## src/tpe_pkg.sv

```systemverilog
// Package of shared types, codes and helpers for the timer pool with expiry.
`timescale 1ns / 1ps
package tpe_pkg;

   localparam int DUR_W   = 31;
   localparam int PER_W   = 16;
   localparam int SIG_W   = 8;
   localparam int SLOT_W  = 3;
   localparam int VAL_W   = 32;
   localparam int PROD_W  = VAL_W + PER_W + 1;

   localparam logic [DUR_W-1:0] ELAPSED_MAX = {DUR_W{1'b1}};

   localparam logic [2:0] ACT_TICK   = 3'd0;
   localparam logic [2:0] ACT_ALLOC  = 3'd1;
   localparam logic [2:0] ACT_FREE   = 3'd2;
   localparam logic [2:0] ACT_READ   = 3'd3;
   localparam logic [2:0] ACT_RESET  = 3'd4;
   localparam logic [2:0] ACT_TTE    = 3'd5;
   localparam logic [2:0] ACT_COUNT  = 3'd6;

   localparam logic [1:0] STATUS_OK     = 2'd0;
   localparam logic [1:0] STATUS_FULL   = 2'd1;
   localparam logic [1:0] STATUS_EXPIRY = 2'd2;

   typedef struct packed {
      logic [2:0]       action;
      logic [DUR_W-1:0] duration_ms;
      logic             has_signal;
      logic [SIG_W-1:0] signal_id;
      logic [SLOT_W-1:0] slot_id;
   } req_type;

   typedef struct packed {
      logic [1:0]              status;
      logic [SLOT_W-1:0]       slot_out;
      logic signed [VAL_W-1:0] value_ms;
      logic [SIG_W-1:0]        signal_out;
      logic                    last;
   } rsp_type;

   typedef struct packed {
      logic [SIG_W-1:0] sig;
      logic [DUR_W-1:0] target;
      logic [DUR_W-1:0] elapsed;
   } slot_rec_type;

   localparam int REC_W = $bits(slot_rec_type);

   // Clamps a wide signed product to the signed 32-bit range.
   function automatic logic signed [VAL_W-1:0] sat32(input logic signed [PROD_W-1:0] v);
      logic signed [PROD_W-1:0] hi;
      logic signed [PROD_W-1:0] lo;
      hi = PROD_W'(32'sh7FFF_FFFF);
      lo = -PROD_W'(64'sh8000_0000);
      if (v > hi) begin
         return 32'sh7FFF_FFFF;
      end else if (v < lo) begin
         return 32'sh8000_0000;
      end
      return v[VAL_W-1:0];
   endfunction

endpackage

```

## src/tpe_ram.sv

```systemverilog
// Generic single-port-write, registered-read RAM.
`timescale 1ns / 1ps
module tpe_ram #(
   parameter int WIDTH = 8,
   parameter int DEPTH = 8
) (
   input  logic                                   clock,
   input  logic                                   wr_en,
   input  logic [(DEPTH > 1 ? $clog2(DEPTH) : 1)-1:0] wr_addr,
   input  logic [WIDTH-1:0]                       wr_data,
   input  logic                                   rd_en,
   input  logic [(DEPTH > 1 ? $clog2(DEPTH) : 1)-1:0] rd_addr,
   output logic [WIDTH-1:0]                       rd_data
);

   logic [WIDTH-1:0] mem_ff [DEPTH];
   logic [WIDTH-1:0] rd_data_ff;

   always_ff @(posedge clock) begin
      if (wr_en) begin
         mem_ff[wr_addr] <= wr_data;
      end
      if (rd_en) begin
         rd_data_ff <= mem_ff[rd_addr];
      end
   end

   assign rd_data = rd_data_ff;

endmodule

```

## src/tpe_div.sv

```systemverilog
// Restoring divider that turns a duration into a tick count, one quotient bit per cycle.
`timescale 1ns / 1ps
module tpe_div (
   input  logic                       clock,
   input  logic                       reset,
   input  logic                       start,
   input  logic [tpe_pkg::DUR_W-1:0]  dividend,
   input  logic [tpe_pkg::PER_W-1:0]  divisor,
   output logic                       done,
   output logic [tpe_pkg::DUR_W-1:0]  quotient
);

   localparam int CNT_W = $clog2(tpe_pkg::DUR_W + 1);

   logic                       run_ff, run_in;
   logic                       done_ff, done_in;
   logic [CNT_W-1:0]           cnt_ff, cnt_in;
   logic [tpe_pkg::PER_W:0]    rem_ff, rem_in;
   logic [tpe_pkg::DUR_W-1:0]  quo_ff, quo_in;
   logic [tpe_pkg::PER_W:0]    rem_sh;

   always_comb begin
      run_in  = run_ff;
      done_in = 1'b0;
      cnt_in  = cnt_ff;
      rem_in  = rem_ff;
      quo_in  = quo_ff;
      rem_sh  = {rem_ff[tpe_pkg::PER_W-1:0], quo_ff[tpe_pkg::DUR_W-1]};
      if (start) begin
         run_in = 1'b1;
         cnt_in = '0;
         rem_in = '0;
         quo_in = dividend;
      end else if (run_ff) begin
         if (rem_sh >= {1'b0, divisor}) begin
            rem_in = rem_sh - {1'b0, divisor};
            quo_in = {quo_ff[tpe_pkg::DUR_W-2:0], 1'b1};
         end else begin
            rem_in = rem_sh;
            quo_in = {quo_ff[tpe_pkg::DUR_W-2:0], 1'b0};
         end
         cnt_in = cnt_ff + 1'b1;
         if (cnt_ff == CNT_W'(tpe_pkg::DUR_W - 1)) begin
            run_in  = 1'b0;
            done_in = 1'b1;
         end
      end
   end

   always_ff @(posedge clock) begin
      if (reset) begin
         run_ff  <= 1'b0;
         done_ff <= 1'b0;
         cnt_ff  <= '0;
      end else begin
         run_ff  <= run_in;
         done_ff <= done_in;
         cnt_ff  <= cnt_in;
      end
      rem_ff <= rem_in;
      quo_ff <= quo_in;
   end

   assign done     = done_ff;
   assign quotient = quo_ff;

endmodule

```

## src/timer_pool_with_expiry_core.sv

```systemverilog
// Top level of the timer pool: command sequencer around the slot record memory.
`timescale 1ns / 1ps
// A tick keeps busy high while each slot is read, then updated and written back; allocate with a
// signal checks each slot for a live timer on that signal, then waits on the 31-step divider; free,
// read, reset and time to expire pass dispatch, read, multiply and result; others end at dispatch.
// Each result transfer appears in the cycle after the busy cycle that made it.
// Throughput: one command at a time; busy is high until the command has finished.
// Reset clears all slots to free and the period register to one; results cannot be stalled.
module timer_pool_with_expiry_core #(
   parameter int SLOTS = 5
) (
   input  logic                           clock,
   input  logic                           reset,
   input  logic                           start,
   output logic                           busy,
   input  tpe_pkg::req_type               req,
   output logic                           rsp_valid,
   output tpe_pkg::rsp_type               rsp,
   input  logic                           csr_wr_en,
   input  logic [tpe_pkg::PER_W-1:0]      csr_wr_data
);

   localparam int IDX_W = SLOTS > 1 ? $clog2(SLOTS) : 1;
   localparam int CNT_W = $clog2(SLOTS + 1);

   typedef enum logic [3:0] {
      S_IDLE,
      S_DISPATCH,
      S_TICK_RD,
      S_TICK_UPD,
      S_TICK_END,
      S_CAN_RD,
      S_CAN_CHK,
      S_DIV,
      S_DIV_WAIT,
      S_ACC_RD,
      S_ACC_MUL,
      S_ACC_OUT
   } state_type;

   state_type                       state_ff, state_in;
   tpe_pkg::req_type                req_ff, req_in;
   logic [IDX_W-1:0]                idx_ff, idx_in;
   logic [IDX_W-1:0]                free_ff, free_in;
   logic                            pend_ff, pend_in;
   logic [IDX_W-1:0]                pend_slot_ff, pend_slot_in;
   logic [tpe_pkg::SIG_W-1:0]       pend_sig_ff, pend_sig_in;
   logic [SLOTS-1:0]                active_ff, active_in;
   logic [SLOTS-1:0]                signalled_ff, signalled_in;
   logic [CNT_W-1:0]                total_ff, total_in;
   logic [tpe_pkg::PER_W-1:0]       period_ff;
   logic signed [tpe_pkg::PROD_W-1:0] prod_ff, prod_in;
   logic                            rsp_valid_ff, rsp_valid_in;
   tpe_pkg::rsp_type                rsp_ff, rsp_in;

   // Memory access and helper signals.
   logic                            ram_we, ram_re;
   logic [IDX_W-1:0]                ram_waddr, ram_raddr;
   tpe_pkg::slot_rec_type           ram_wdata, rec;
   logic [tpe_pkg::REC_W-1:0]       rd_raw;
   logic                            div_start, div_done;
   logic [tpe_pkg::DUR_W-1:0]       div_q;
   logic [tpe_pkg::PER_W-1:0]       period_eff;
   logic                            free_found;
   logic [IDX_W-1:0]                free_idx;
   logic                            slot_ok;
   logic [IDX_W-1:0]                slot_idx;
   logic [tpe_pkg::DUR_W-1:0]       el_next;
   logic signed [tpe_pkg::VAL_W-1:0] op_s;
   logic signed [tpe_pkg::VAL_W-1:0] val_s;

   // A period of zero is taken as one tick per millisecond.
   assign period_eff = (period_ff == '0) ? tpe_pkg::PER_W'(1) : period_ff;
   assign rec        = tpe_pkg::slot_rec_type'(rd_raw);
   assign slot_ok    = {1'b0, req_ff.slot_id} < (tpe_pkg::SLOT_W + 1)'(SLOTS);
   assign slot_idx   = req_ff.slot_id[IDX_W-1:0];
   assign el_next    = (rec.elapsed == tpe_pkg::ELAPSED_MAX) ? rec.elapsed
                                                             : rec.elapsed + 1'b1;

   // The lowest free slot wins an allocation.
   always_comb begin
      free_found = 1'b0;
      free_idx   = '0;
      for (int i = SLOTS - 1; i >= 0; i--) begin
         if (!active_ff[i]) begin
            free_found = 1'b1;
            free_idx   = IDX_W'(i);
         end
      end
   end

   tpe_ram #(
      .WIDTH (tpe_pkg::REC_W),
      .DEPTH (SLOTS)
   ) u_slot_ram (
      .clock   (clock),
      .wr_en   (ram_we),
      .wr_addr (ram_waddr),
      .wr_data (ram_wdata),
      .rd_en   (ram_re),
      .rd_addr (ram_raddr),
      .rd_data (rd_raw)
   );

   tpe_div u_div (
      .clock    (clock),
      .reset    (reset),
      .start    (div_start),
      .dividend (req_ff.duration_ms),
      .divisor  (period_eff),
      .done     (div_done),
      .quotient (div_q)
   );

   // Sequencer: every command walks through the states below and then returns to idle.
   // Results are registered, so each transfer appears in the cycle after the state that made it.
   always_comb begin
      state_in     = state_ff;
      req_in       = req_ff;
      idx_in       = idx_ff;
      free_in      = free_ff;
      pend_in      = pend_ff;
      pend_slot_in = pend_slot_ff;
      pend_sig_in  = pend_sig_ff;
      active_in    = active_ff;
      signalled_in = signalled_ff;
      total_in     = total_ff;
      prod_in      = prod_ff;
      rsp_valid_in = 1'b0;
      rsp_in       = rsp_ff;
      ram_we       = 1'b0;
      ram_re       = 1'b0;
      ram_waddr    = idx_ff;
      ram_raddr    = idx_ff;
      ram_wdata    = rec;
      div_start    = 1'b0;
      op_s         = '0;
      val_s        = '0;

      unique case (state_ff)
         S_IDLE: begin
            if (start) begin
               req_in   = req;
               state_in = S_DISPATCH;
            end
         end

         S_DISPATCH: begin
            state_in = S_IDLE;
            idx_in   = '0;
            pend_in  = 1'b0;
            unique case (req_ff.action) inside
               tpe_pkg::ACT_TICK: begin
                  state_in = S_TICK_RD;
               end
               tpe_pkg::ACT_ALLOC: begin
                  if (!free_found) begin
                     rsp_valid_in = 1'b1;
                     rsp_in       = '{tpe_pkg::STATUS_FULL, '0, '0, '0, 1'b1};
                  end else if (req_ff.has_signal) begin
                     free_in  = free_idx;
                     state_in = S_CAN_RD;
                  end else begin
                     // A stopwatch needs no target; only its elapsed count matters.
                     ram_we                  = 1'b1;
                     ram_waddr               = free_idx;
                     ram_wdata.sig           = req_ff.signal_id;
                     ram_wdata.target        = '0;
                     ram_wdata.elapsed       = '0;
                     active_in[free_idx]     = 1'b1;
                     signalled_in[free_idx]  = 1'b0;
                     total_in                = total_ff + 1'b1;
                     rsp_valid_in            = 1'b1;
                     rsp_in = '{tpe_pkg::STATUS_OK, tpe_pkg::SLOT_W'(free_idx), '0, '0, 1'b1};
                  end
               end
               tpe_pkg::ACT_FREE, tpe_pkg::ACT_READ, tpe_pkg::ACT_RESET,
               tpe_pkg::ACT_TTE: begin
                  if (slot_ok) begin
                     state_in = S_ACC_RD;
                  end else begin
                     // The null handle gives zero and changes nothing.
                     rsp_valid_in = 1'b1;
                     rsp_in       = '{tpe_pkg::STATUS_OK, '0, '0, '0, 1'b1};
                  end
               end
               tpe_pkg::ACT_COUNT: begin
                  rsp_valid_in = 1'b1;
                  rsp_in = '{tpe_pkg::STATUS_OK, '0, tpe_pkg::VAL_W'(total_ff), '0, 1'b1};
               end
               default: begin
                  state_in = S_IDLE;
               end
            endcase
         end

         S_TICK_RD: begin
            ram_re   = 1'b1;
            state_in = S_TICK_UPD;
         end

         S_TICK_UPD: begin
            if (active_ff[idx_ff]) begin
               ram_we            = 1'b1;
               ram_wdata.elapsed = el_next;
               if (signalled_ff[idx_ff] && el_next >= rec.target) begin
                  active_in[idx_ff] = 1'b0;
                  total_in          = total_ff - 1'b1;
                  // The previous notice is sent now that we know it was not the final one.
                  if (pend_ff) begin
                     rsp_valid_in = 1'b1;
                     rsp_in = '{tpe_pkg::STATUS_EXPIRY, tpe_pkg::SLOT_W'(pend_slot_ff), '0,
                                pend_sig_ff, 1'b0};
                  end
                  pend_in      = 1'b1;
                  pend_slot_in = idx_ff;
                  pend_sig_in  = rec.sig;
               end
            end
            if (idx_ff == IDX_W'(SLOTS - 1)) begin
               state_in = S_TICK_END;
            end else begin
               idx_in   = idx_ff + 1'b1;
               state_in = S_TICK_RD;
            end
         end

         S_TICK_END: begin
            if (pend_ff) begin
               rsp_valid_in = 1'b1;
               rsp_in = '{tpe_pkg::STATUS_EXPIRY, tpe_pkg::SLOT_W'(pend_slot_ff), '0,
                          pend_sig_ff, 1'b1};
            end
            state_in = S_IDLE;
         end

         S_CAN_RD: begin
            ram_re   = 1'b1;
            state_in = S_CAN_CHK;
         end

         S_CAN_CHK: begin
            // Another live timer on the same signal is cancelled.
            if (idx_ff != free_ff && active_ff[idx_ff] && signalled_ff[idx_ff] &&
                rec.sig == req_ff.signal_id) begin
               active_in[idx_ff] = 1'b0;
               total_in          = total_ff - 1'b1;
            end
            if (idx_ff == IDX_W'(SLOTS - 1)) begin
               state_in = S_DIV;
            end else begin
               idx_in   = idx_ff + 1'b1;
               state_in = S_CAN_RD;
            end
         end

         S_DIV: begin
            div_start = 1'b1;
            state_in  = S_DIV_WAIT;
         end

         S_DIV_WAIT: begin
            if (div_done) begin
               ram_we                = 1'b1;
               ram_waddr             = free_ff;
               ram_wdata.sig         = req_ff.signal_id;
               ram_wdata.target      = div_q;
               ram_wdata.elapsed     = '0;
               active_in[free_ff]    = 1'b1;
               signalled_in[free_ff] = 1'b1;
               total_in              = total_ff + 1'b1;
               rsp_valid_in          = 1'b1;
               rsp_in = '{tpe_pkg::STATUS_OK, tpe_pkg::SLOT_W'(free_ff), '0, '0, 1'b1};
               state_in              = S_IDLE;
            end
         end

         S_ACC_RD: begin
            ram_re    = 1'b1;
            ram_raddr = slot_idx;
            state_in  = S_ACC_MUL;
         end

         S_ACC_MUL: begin
            if (req_ff.action == tpe_pkg::ACT_TTE) begin
               op_s = $signed({1'b0, rec.target}) - $signed({1'b0, rec.elapsed});
            end else begin
               op_s = $signed({1'b0, rec.elapsed});
            end
            prod_in  = op_s * $signed({1'b0, period_eff});
            state_in = S_ACC_OUT;
         end

         S_ACC_OUT: begin
            val_s = tpe_pkg::sat32(prod_ff);
            if (req_ff.action == tpe_pkg::ACT_TTE && !signalled_ff[slot_idx]) begin
               val_s = -32'sd1;
            end
            rsp_valid_in = 1'b1;
            rsp_in       = '{tpe_pkg::STATUS_OK, '0, val_s, '0, 1'b1};
            if (req_ff.action == tpe_pkg::ACT_FREE && active_ff[slot_idx]) begin
               active_in[slot_idx] = 1'b0;
               total_in            = total_ff - 1'b1;
            end
            if (req_ff.action == tpe_pkg::ACT_RESET) begin
               ram_we            = 1'b1;
               ram_waddr         = slot_idx;
               ram_wdata.elapsed = '0;
            end
            state_in = S_IDLE;
         end

         default: begin
            state_in = S_IDLE;
         end
      endcase
   end

   always_ff @(posedge clock) begin
      if (reset) begin
         state_ff     <= S_IDLE;
         pend_ff      <= 1'b0;
         active_ff    <= '0;
         signalled_ff <= '0;
         total_ff     <= '0;
         rsp_valid_ff <= 1'b0;
         idx_ff       <= '0;
      end else begin
         state_ff     <= state_in;
         pend_ff      <= pend_in;
         active_ff    <= active_in;
         signalled_ff <= signalled_in;
         total_ff     <= total_in;
         rsp_valid_ff <= rsp_valid_in;
         idx_ff       <= idx_in;
      end
      req_ff       <= req_in;
      free_ff      <= free_in;
      pend_slot_ff <= pend_slot_in;
      pend_sig_ff  <= pend_sig_in;
      prod_ff      <= prod_in;
      rsp_ff       <= rsp_in;
   end

   // The period register is written whenever the enable is high.
   always_ff @(posedge clock) begin
      if (reset) begin
         period_ff <= tpe_pkg::PER_W'(1);
      end else if (csr_wr_en) begin
         period_ff <= csr_wr_data;
      end
   end

   assign busy      = (state_ff != S_IDLE);
   assign rsp_valid = rsp_valid_ff;
   assign rsp       = rsp_ff;

`ifndef SYNTH
   // An accepted command always keeps the block busy in the following cycle.
   a_accept_busy: assert property (@(posedge clock) disable iff (reset)
      (start && !busy) |=> busy)
      else $error("accepted command did not raise busy");

   // The active count always matches the number of slots in use.
   a_total_match: assert property (@(posedge clock) disable iff (reset)
      total_ff == CNT_W'($countones(active_ff)))
      else $error("active count out of step with slot flags");

   // A result only ever follows a cycle in which a command was in progress.
   a_rsp_after_busy: assert property (@(posedge clock) disable iff (reset)
      rsp_valid |-> $past(busy))
      else $error("result transfer without a command in progress");
`endif

endmodule
```

## config.mk

```make
export PLATFORM = sky130hd
export DESIGN_NAME = timer_pool_with_expiry_core
export DESIGN_NICKNAME = d
export VERILOG_FILES = /design/src/tpe_pkg.sv /design/src/tpe_ram.sv /design/src/tpe_div.sv /design/src/timer_pool_with_expiry_core.sv
export SDC_FILE = /design/constraint.sdc
export NUM_CORES = 2
export LEC_CHECK = 0
export BUFFER_PORTS_ARGS = -buffer_cell sky130_fd_sc_hd__buf_2
export CORE_MARGIN = 3
export CORE_UTILIZATION = 65
export CTS_CLUSTER_SIZE = 14
export DETAILED_ROUTE_END_ITERATION = 6
export PLACE_DENSITY = 0.79
export SLEW_MARGIN = 20
export SYNTH_ARGS = -nofsm -noshare
export SYNTH_HDL_FRONTEND = slang
export SYNTH_SLANG_ARGS = --single-unit
```

## constraint.sdc

```tcl
create_clock -name clock -period 20.7 [get_ports clock]
set_clock_uncertainty 0.15 [all_clocks]
set_input_delay 0 -clock clock [delete_from_list [all_inputs] [get_ports clock]]
set_output_delay 0 -clock clock [all_outputs]
set_load 0.02 [all_outputs]
```

; ---- Yosys cells after proc, flatten, opt, wreduce, memory -nomap -nowiden
; Memory sizes are Yosys's and may differ from the RTL's. A register that Yosys moved wholly into a read port is not among the register bits.
; Cells that the tools add are included.
[op_classes]
n_addsub = 7
mul = 1
magnitude_cmp = 13
eq_ne = 37
muxes = 125
bitwise = 10
n_reduce_logical = 35
[ops]
columns = cell, count
row1 = 46-bit 2-to-1 mux, 8
row2 = 70-bit 2-to-1 mux, 4
row3 = 46-bit one-hot mux with 5 select lines, 1
row4 = 32-bit 2-to-1 mux, 6
row5 = 31-bit 2-to-1 mux, 5
row6 = 46-bit one-hot mux with 3 select lines, 1
row7 = 31-bit one-hot mux with 4 select lines, 1
row8 = 39-bit one-hot mux with 2 select lines, 1
row9 = 3-bit 2-to-1 mux, 23
row10 = 5-bit 2-to-1 mux, 12
row11 = 49-bit by 32-bit greater-than comparator with 1-bit output (second input constant), 1
row12 = 49-bit by 32-bit less-than comparator with 1-bit output (second input constant), 1
row13 = 32-bit by 17-bit multiplier with 49-bit output, 1
row14 = 4-bit one-hot mux with 10 select lines, 1
row15 = 1-bit 2-to-1 mux, 38
row16 = 16-bit 2-to-1 mux, 2
row17 = 31-bit by 31-bit subtractor with 32-bit output, 1
row18 = 31-bit by 1-bit adder with 31-bit output (second input constant), 1
row19 = 31-bit == test (second input constant), 1
row20 = 31-bit >= comparator, 1
row21 = 5-bit one-hot mux with 5 select lines, 1
row22 = 2-bit inequality test (second input constant), 11
row23 = 9-bit AND reduction, 2
row24 = 17-bit by 16-bit >= comparator with 1-bit output, 1
row25 = other kinds (53), 103
[word_totals]
ff_bits = 247
ram_bits = 350
inputBits = 66
out_inout_bits = 48
wordCells = 256
mem_count = 1
[memory_table]
columns = memory, depth, word_bits, read_ports, rd_ports_with_merged_regs, wr, line_no
row1 = u_slot_ram.mem_ff, 5, 70, 1, 1, 1, tpe_ram.sv:16  ; logic [WIDTH-1:0] mem_ff [DEPTH];

; ---- Logic depth before layout (Yosys ltp)
[logic_depth]
ltp_word = 15
depth_mapped = 37
depth_no_buf = 34

; ---- Modules after synthesis
; From an unflattened synthesis, not the netlist that was laid out.
[hier_totals]
hier_cells = 4529
area_unflattened_um2 = 50008.0
[modules_own_cells]
columns = module, n_inst, cells_each, area_per_inst_um2, seq_area_each_um2
row1 = timer_pool_with_expiry_core, 1, 3369, 30257.8, 5415.2
row2 = tpe_ram, 1, 824, 16377.0, 12612.1
row3 = tpe_div, 1, 336, 3373.2, 1391.3

; ---- Worst setup path before layout
; OpenSTA, ideal clock, no wires.
[synth_timing]
kind = register to register
start = register u_slot_ram.rd_data_ff[16], in the netlist u_slot_ram.rd_data[16], read port of u_slot_ram.mem_ff
end = register prod_ff[46] in the netlist's numbering, data pin
setup_ps = 272
arrival_ps = 8984
required_time_ps = 20278
slack_ps = 11294
stages_incl_launch_ff = 35
n_path_buf = 4
period_less_slack_ps = 9406
path_cell_list = edfxtp_1 inv_1 clkbuf_1 ha_1 buf_2 a211o_1 nor3_1 o21ai_0 a311oi_2 a21oi_1 nor4_2 o31ai_1 a211oi_2 clkbuf_1 nand2_1 fa_1 inv_1 fa_1 fa_1 fa_1 fa_1 inv_1 fa_1 inv_1 ha_1 clkbuf_1 a21oi_1 nor2b_1 o21ai_0 nand2b_1 a21o_1 a221oi_1 o21a_1 mux2i_1 or4_1
[synth_via]
elab_chain_cells = 4
[synth_rtl]
columns = element, line_no
row1 = "start, declared", tpe_ram.sv:17  ; logic [WIDTH-1:0] rd_data_ff;
row2 = 31-bit by 31-bit subtractor with 32-bit output, timer_pool_with_expiry_core.sv:286  ; op_s = $signed({1'b0, rec.target}) - $signed({1'b0, rec.elapsed});
row3 = 32-bit 2-to-1 mux (*), timer_pool_with_expiry_core.sv:285  ; if (req_ff.action == tpe_pkg::ACT_TTE) begin
row4 = 32-bit 2-to-1 mux (*), timer_pool_with_expiry_core.sv:140  ; unique case (state_ff)
row5 = 32-bit by 17-bit multiplier with 49-bit output (*), timer_pool_with_expiry_core.sv:290  ; prod_in = op_s * $signed({1'b0, period_eff});
row6 = "end signal, assigned", timer_pool_with_expiry_core.sv:341  ; prod_ff <= prod_in;
row7 = "end, declared", timer_pool_with_expiry_core.sv:52  ; logic signed [tpe_pkg::PROD_W-1:0] prod_ff, prod_in;
; Mark *: on every way between the ends. The rest lies on a longest branch, timed or not. The select of a mux whose other input is x is not followed.
; A chain may end at the register's enable or synchronous reset.

; ---- Final worst setup path
; Same ends and word-level chain as after synthesis.

==> run summary <==
run status - finished clean
max-capacitance violation count - 0
detailed-route vias per instance - 6.38
1st-iter DRT viols - 4044
clock tree from TritonCTS - built
IO Port Bufs - 113
post-route setup TNS - 0 ps
setup repair bufs after CTS - 0
Post-Synth Adder-Cell Area - 0.249
Tightest Hold Check Type - input pin to register
DRC errors left - 0
antenna viol nets, final - 0
Die Area - 79600 um^2
CTS Buf Count - 71
area growth from synthesis to final layout - 11.2%
slew at the pin closest to its max-slew limit - 1210 ps
floorplan die height - 282 um
number of search-and-repair iterations in the first detailed-routing pass - 7
Distinct cells, synth - 84
total power - 6.05 mW
Critical Path Most Common Cell - fa_1
Post-synth EDFFs - 606
diode count - 0
shortest period the worst path allows - 11070 ps
Global Route Usage Sum - 0.356
Worst Path Max Fanout - 29
Peak VDD IR - 0.100 mV
mean instance size in the synthesized netlist - 11.0 um^2
TritonCTS Sinks - 667
Worst slew margin - 0.170
count of placed standard cells in the final layout, fillers left out - 5708
final core utilization - 0.735
worst path buffer plus inverter count - 6
post-synthesis share of cell area spent on and, or, nand and nor gates - 0.123
routability congestion estimate - 0.991
CP Capture Type - register
total count of hold-check failures in the final report - 0
total congestion overflow - 0
core region area - 74900 um^2
minimum setup slack in the final design - 9630 ps
I/O pins - 114
leakage power figure - 23.0 nW
Clock H-tree levels - 3
largest net degree at the start of global routing - 106
unrepaired setup endpoints after global routing - false
fmax - 90.3 MHz
share of the synthesized area in compound gates (AO/OA/AOI/OAI) - 0.0857
setup slack at placement - 9760 ps
initial cell density of the core - 0.661
post-route fraction of the period consumed by the critical path - 0.535
register clock-pin slew on the reported worst setup and hold paths - 80 ps
Die Wd - 282 um
dominant combinational cell family by area after synthesis - adder cells
gate family responsible for the most delay along the worst path - adder cells
via count - 36.4k
xor/xnor cell area share of the yosys netlist - 0.0198
critical path start-end classification - register to register
insertion delay of the later-clocked pin in the worst-skew pair - 670 ps
total power per unit cell area - 110 nW/um^2
proportion of synthesized chip area in sequential cells - 0.392
CP peak stage delay - 950 ps
initial antenna violation count - 3
critical path startpoint category - register
detailed-route wire length per cell - 24.3 um
Clock Path Buffers - 3
HPWL after detailed placement - 91.1 mm
num rows - 100
cell count after placement - 5425
number of global-route vias before repair - 37.9k
clock root buffer master - clkbuf_16
total number of nets in the final design - 5441
Routed WL - 139 mm
fraction of registers with async set/reset - 0
multiplexer fraction of the synthesized cell area - 0.0592
Resized Gates After CTS - 0
synthesized flop and latch total - 667
post-synthesis cell count - 4516
global-route wire length before repair - 214 mm
top library cells by usage in the layout, fill and taps aside - 681 x inv_1, 606 x edfxtp_1, 525 x nand2_1, 492 x fa_1, 200 x ha_1
Synthesis Warnings - 0
number of max-slew violations in the final report - 0
setup violation total in the final timing report - 0
net count after synthesis - 5274
Syn Std Cell Area - 49600 um^2
most frequent standard cell in the layout excluding fill and tap cells - inv_1
leading register cell type out of synthesis - edfxtp_1
share of layout cells above drive strength 1 - 0.104
crit path DAT - 11310 ps
required time of the critical path - 20940 ps
slowest CP cell - ha_1
==> flip-flops by register name, summed over array words and instances, names as in the netlist, 3 cells and up <==
name	count
active_ff	5
u_slot_ram.mem_ff	350
prod_ff	49
idx_ff	3
free_ff	3
rsp	46
slot_idx	3
state_ff	4
u_div.cnt_ff	5
u_slot_ram.rd_data	70
signalled_ff	5
total_ff	3
period_ff	16
pend_slot_ff	3
u_div.rem_ff	16
req_ff	43
pend_sig_ff	8
u_div.quotient	31
==> cells in the mapped netlist (7+ instances only) <==
| library cell | instances | area, um^2 |
|---|---|---|
| inv_1 | 681 | 2560 |
| edfxtp_1 | 606 | 18200 |
| nand2_1 | 525 | 1970 |
| fa_1 | 492 | 9850 |
| clkbuf_1 | 214 | 803 |
| ha_1 | 200 | 2500 |
| nor2_1 | 199 | 747 |
| and2_1 | 187 | 1170 |
| a21oi_1 | 167 | 836 |
| o21ai_0 | 145 | 726 |
| xnor2_1 | 82 | 718 |
| mux4_2 | 73 | 1640 |
| nand3_1 | 73 | 365 |
| mux2_2 | 72 | 811 |
| dfxtp_1 | 61 | 1220 |
| a21o_1 | 58 | 435 |
| nor3_1 | 56 | 280 |
| o31ai_1 | 51 | 383 |
| mux2i_1 | 48 | 480 |
| nand4_1 | 47 | 294 |
| nor4_1 | 38 | 238 |
| a31oi_1 | 32 | 200 |
| o21a_1 | 32 | 240 |
| xor2_1 | 30 | 263 |
| nor2b_1 | 26 | 163 |
| and3_1 | 23 | 144 |
| a311oi_1 | 21 | 184 |
| or4_1 | 21 | 158 |
| and4_1 | 19 | 166 |
| a211oi_1 | 18 | 135 |
| buf_2 | 17 | 85.1 |
| nand2b_1 | 16 | 100 |
| o21bai_1 | 14 | 105 |
| o21ai_1 | 13 | 65.1 |
| a211o_1 | 11 | 96.3 |
| o311ai_0 | 11 | 96.3 |
| buf_1 | 10 | 37.5 |
| o211ai_1 | 10 | 75.1 |
| or3_1 | 9 | 56.3 |
| a2111oi_0 | 8 | 70.1 |
| nand3b_1 | 7 | 52.6 |
==> worst min-delay path: cells and delay by family <==
| kind | cells | cell delay (ps) |
|---|---|---|
| buffers and inverters | 2 | 640 |
| and+or+nand+nor | 1 | 270 |
==> repair_timing <==
| action | CTS | global route |
|---|---|---|
| hold endpoints to repair | 84 | 0 |
| endpoints found under the setup margin | 0 | 0 |
| hold buffers | 152 | 0 |
==> through the flow <==
stage,hold WS [ps],instance area (um^2)
2_1_floorplan,-51.1,49600
3_3_place_gp,26.4,51100
3_5_place_dp,28.1,51100
4_1_cts,232,55000
5_1_grt,274,55100
6_report,256,55100
==> metal layers <==
metal	GRT usage	vias up	wire length, um
li1	-	15700	-
met5	0	-	11
met3	0.0738	528	14700
met4	0.196	2	8230
met2	0.583	2334	65900
met1	0.448	17900	49700
==> cell type report <==
class | instances | area, um^2
multi-input combinational | 2920 | 26900
inverter | 685 | 2570
tap | 969 | 1210
clock inverter | 36 | 435
sequential | 667 | 19400
timing repair buffer | 338 | 2700
fill | 4794 | 19800
clock buffer | 93 | 1910
==> path summary, 6_finish.rpt <==
kind	cells past startpoint	slack, ps	endpoint	startpoint
hold / removal	3	260	req_ff[41]	start
setup / recovery	29	9630	prod_ff[46]	u_slot_ram.rd_data[16]
hold reg to reg	2	330	u_div.rem_ff[2]	u_div.rem_ff[2]
setup reg to reg	29	9630	prod_ff[46]	u_slot_ram.rd_data[16]
==> cells by family after synthesis <==
| group | Yosys count |
|---|---|
| XOR/XNOR | 112 |
| AO/OA/AOI/OAI | 654 |
| buffers and inverters | 929 |
| flip-flops | 667 |
| adder cells (fa/ha/maj) | 692 |
| AND/OR/NAND/NOR | 1269 |
| multiplexers | 193 |
==> where the power goes <==
group | total [mW] | internal (mW) | switching, mW | leakage, nW
logic | 2.96 | 1.17 | 1.79 | 15.8
registers | 1.79 | 1.73 | 0.0651 | 6.03
clock network | 1.29 | 0.718 | 0.575 | 1.12
total | 6.05 | 3.62 | 2.43 | 23.0
Note: power is estimated with default switching activity, not from simulation.
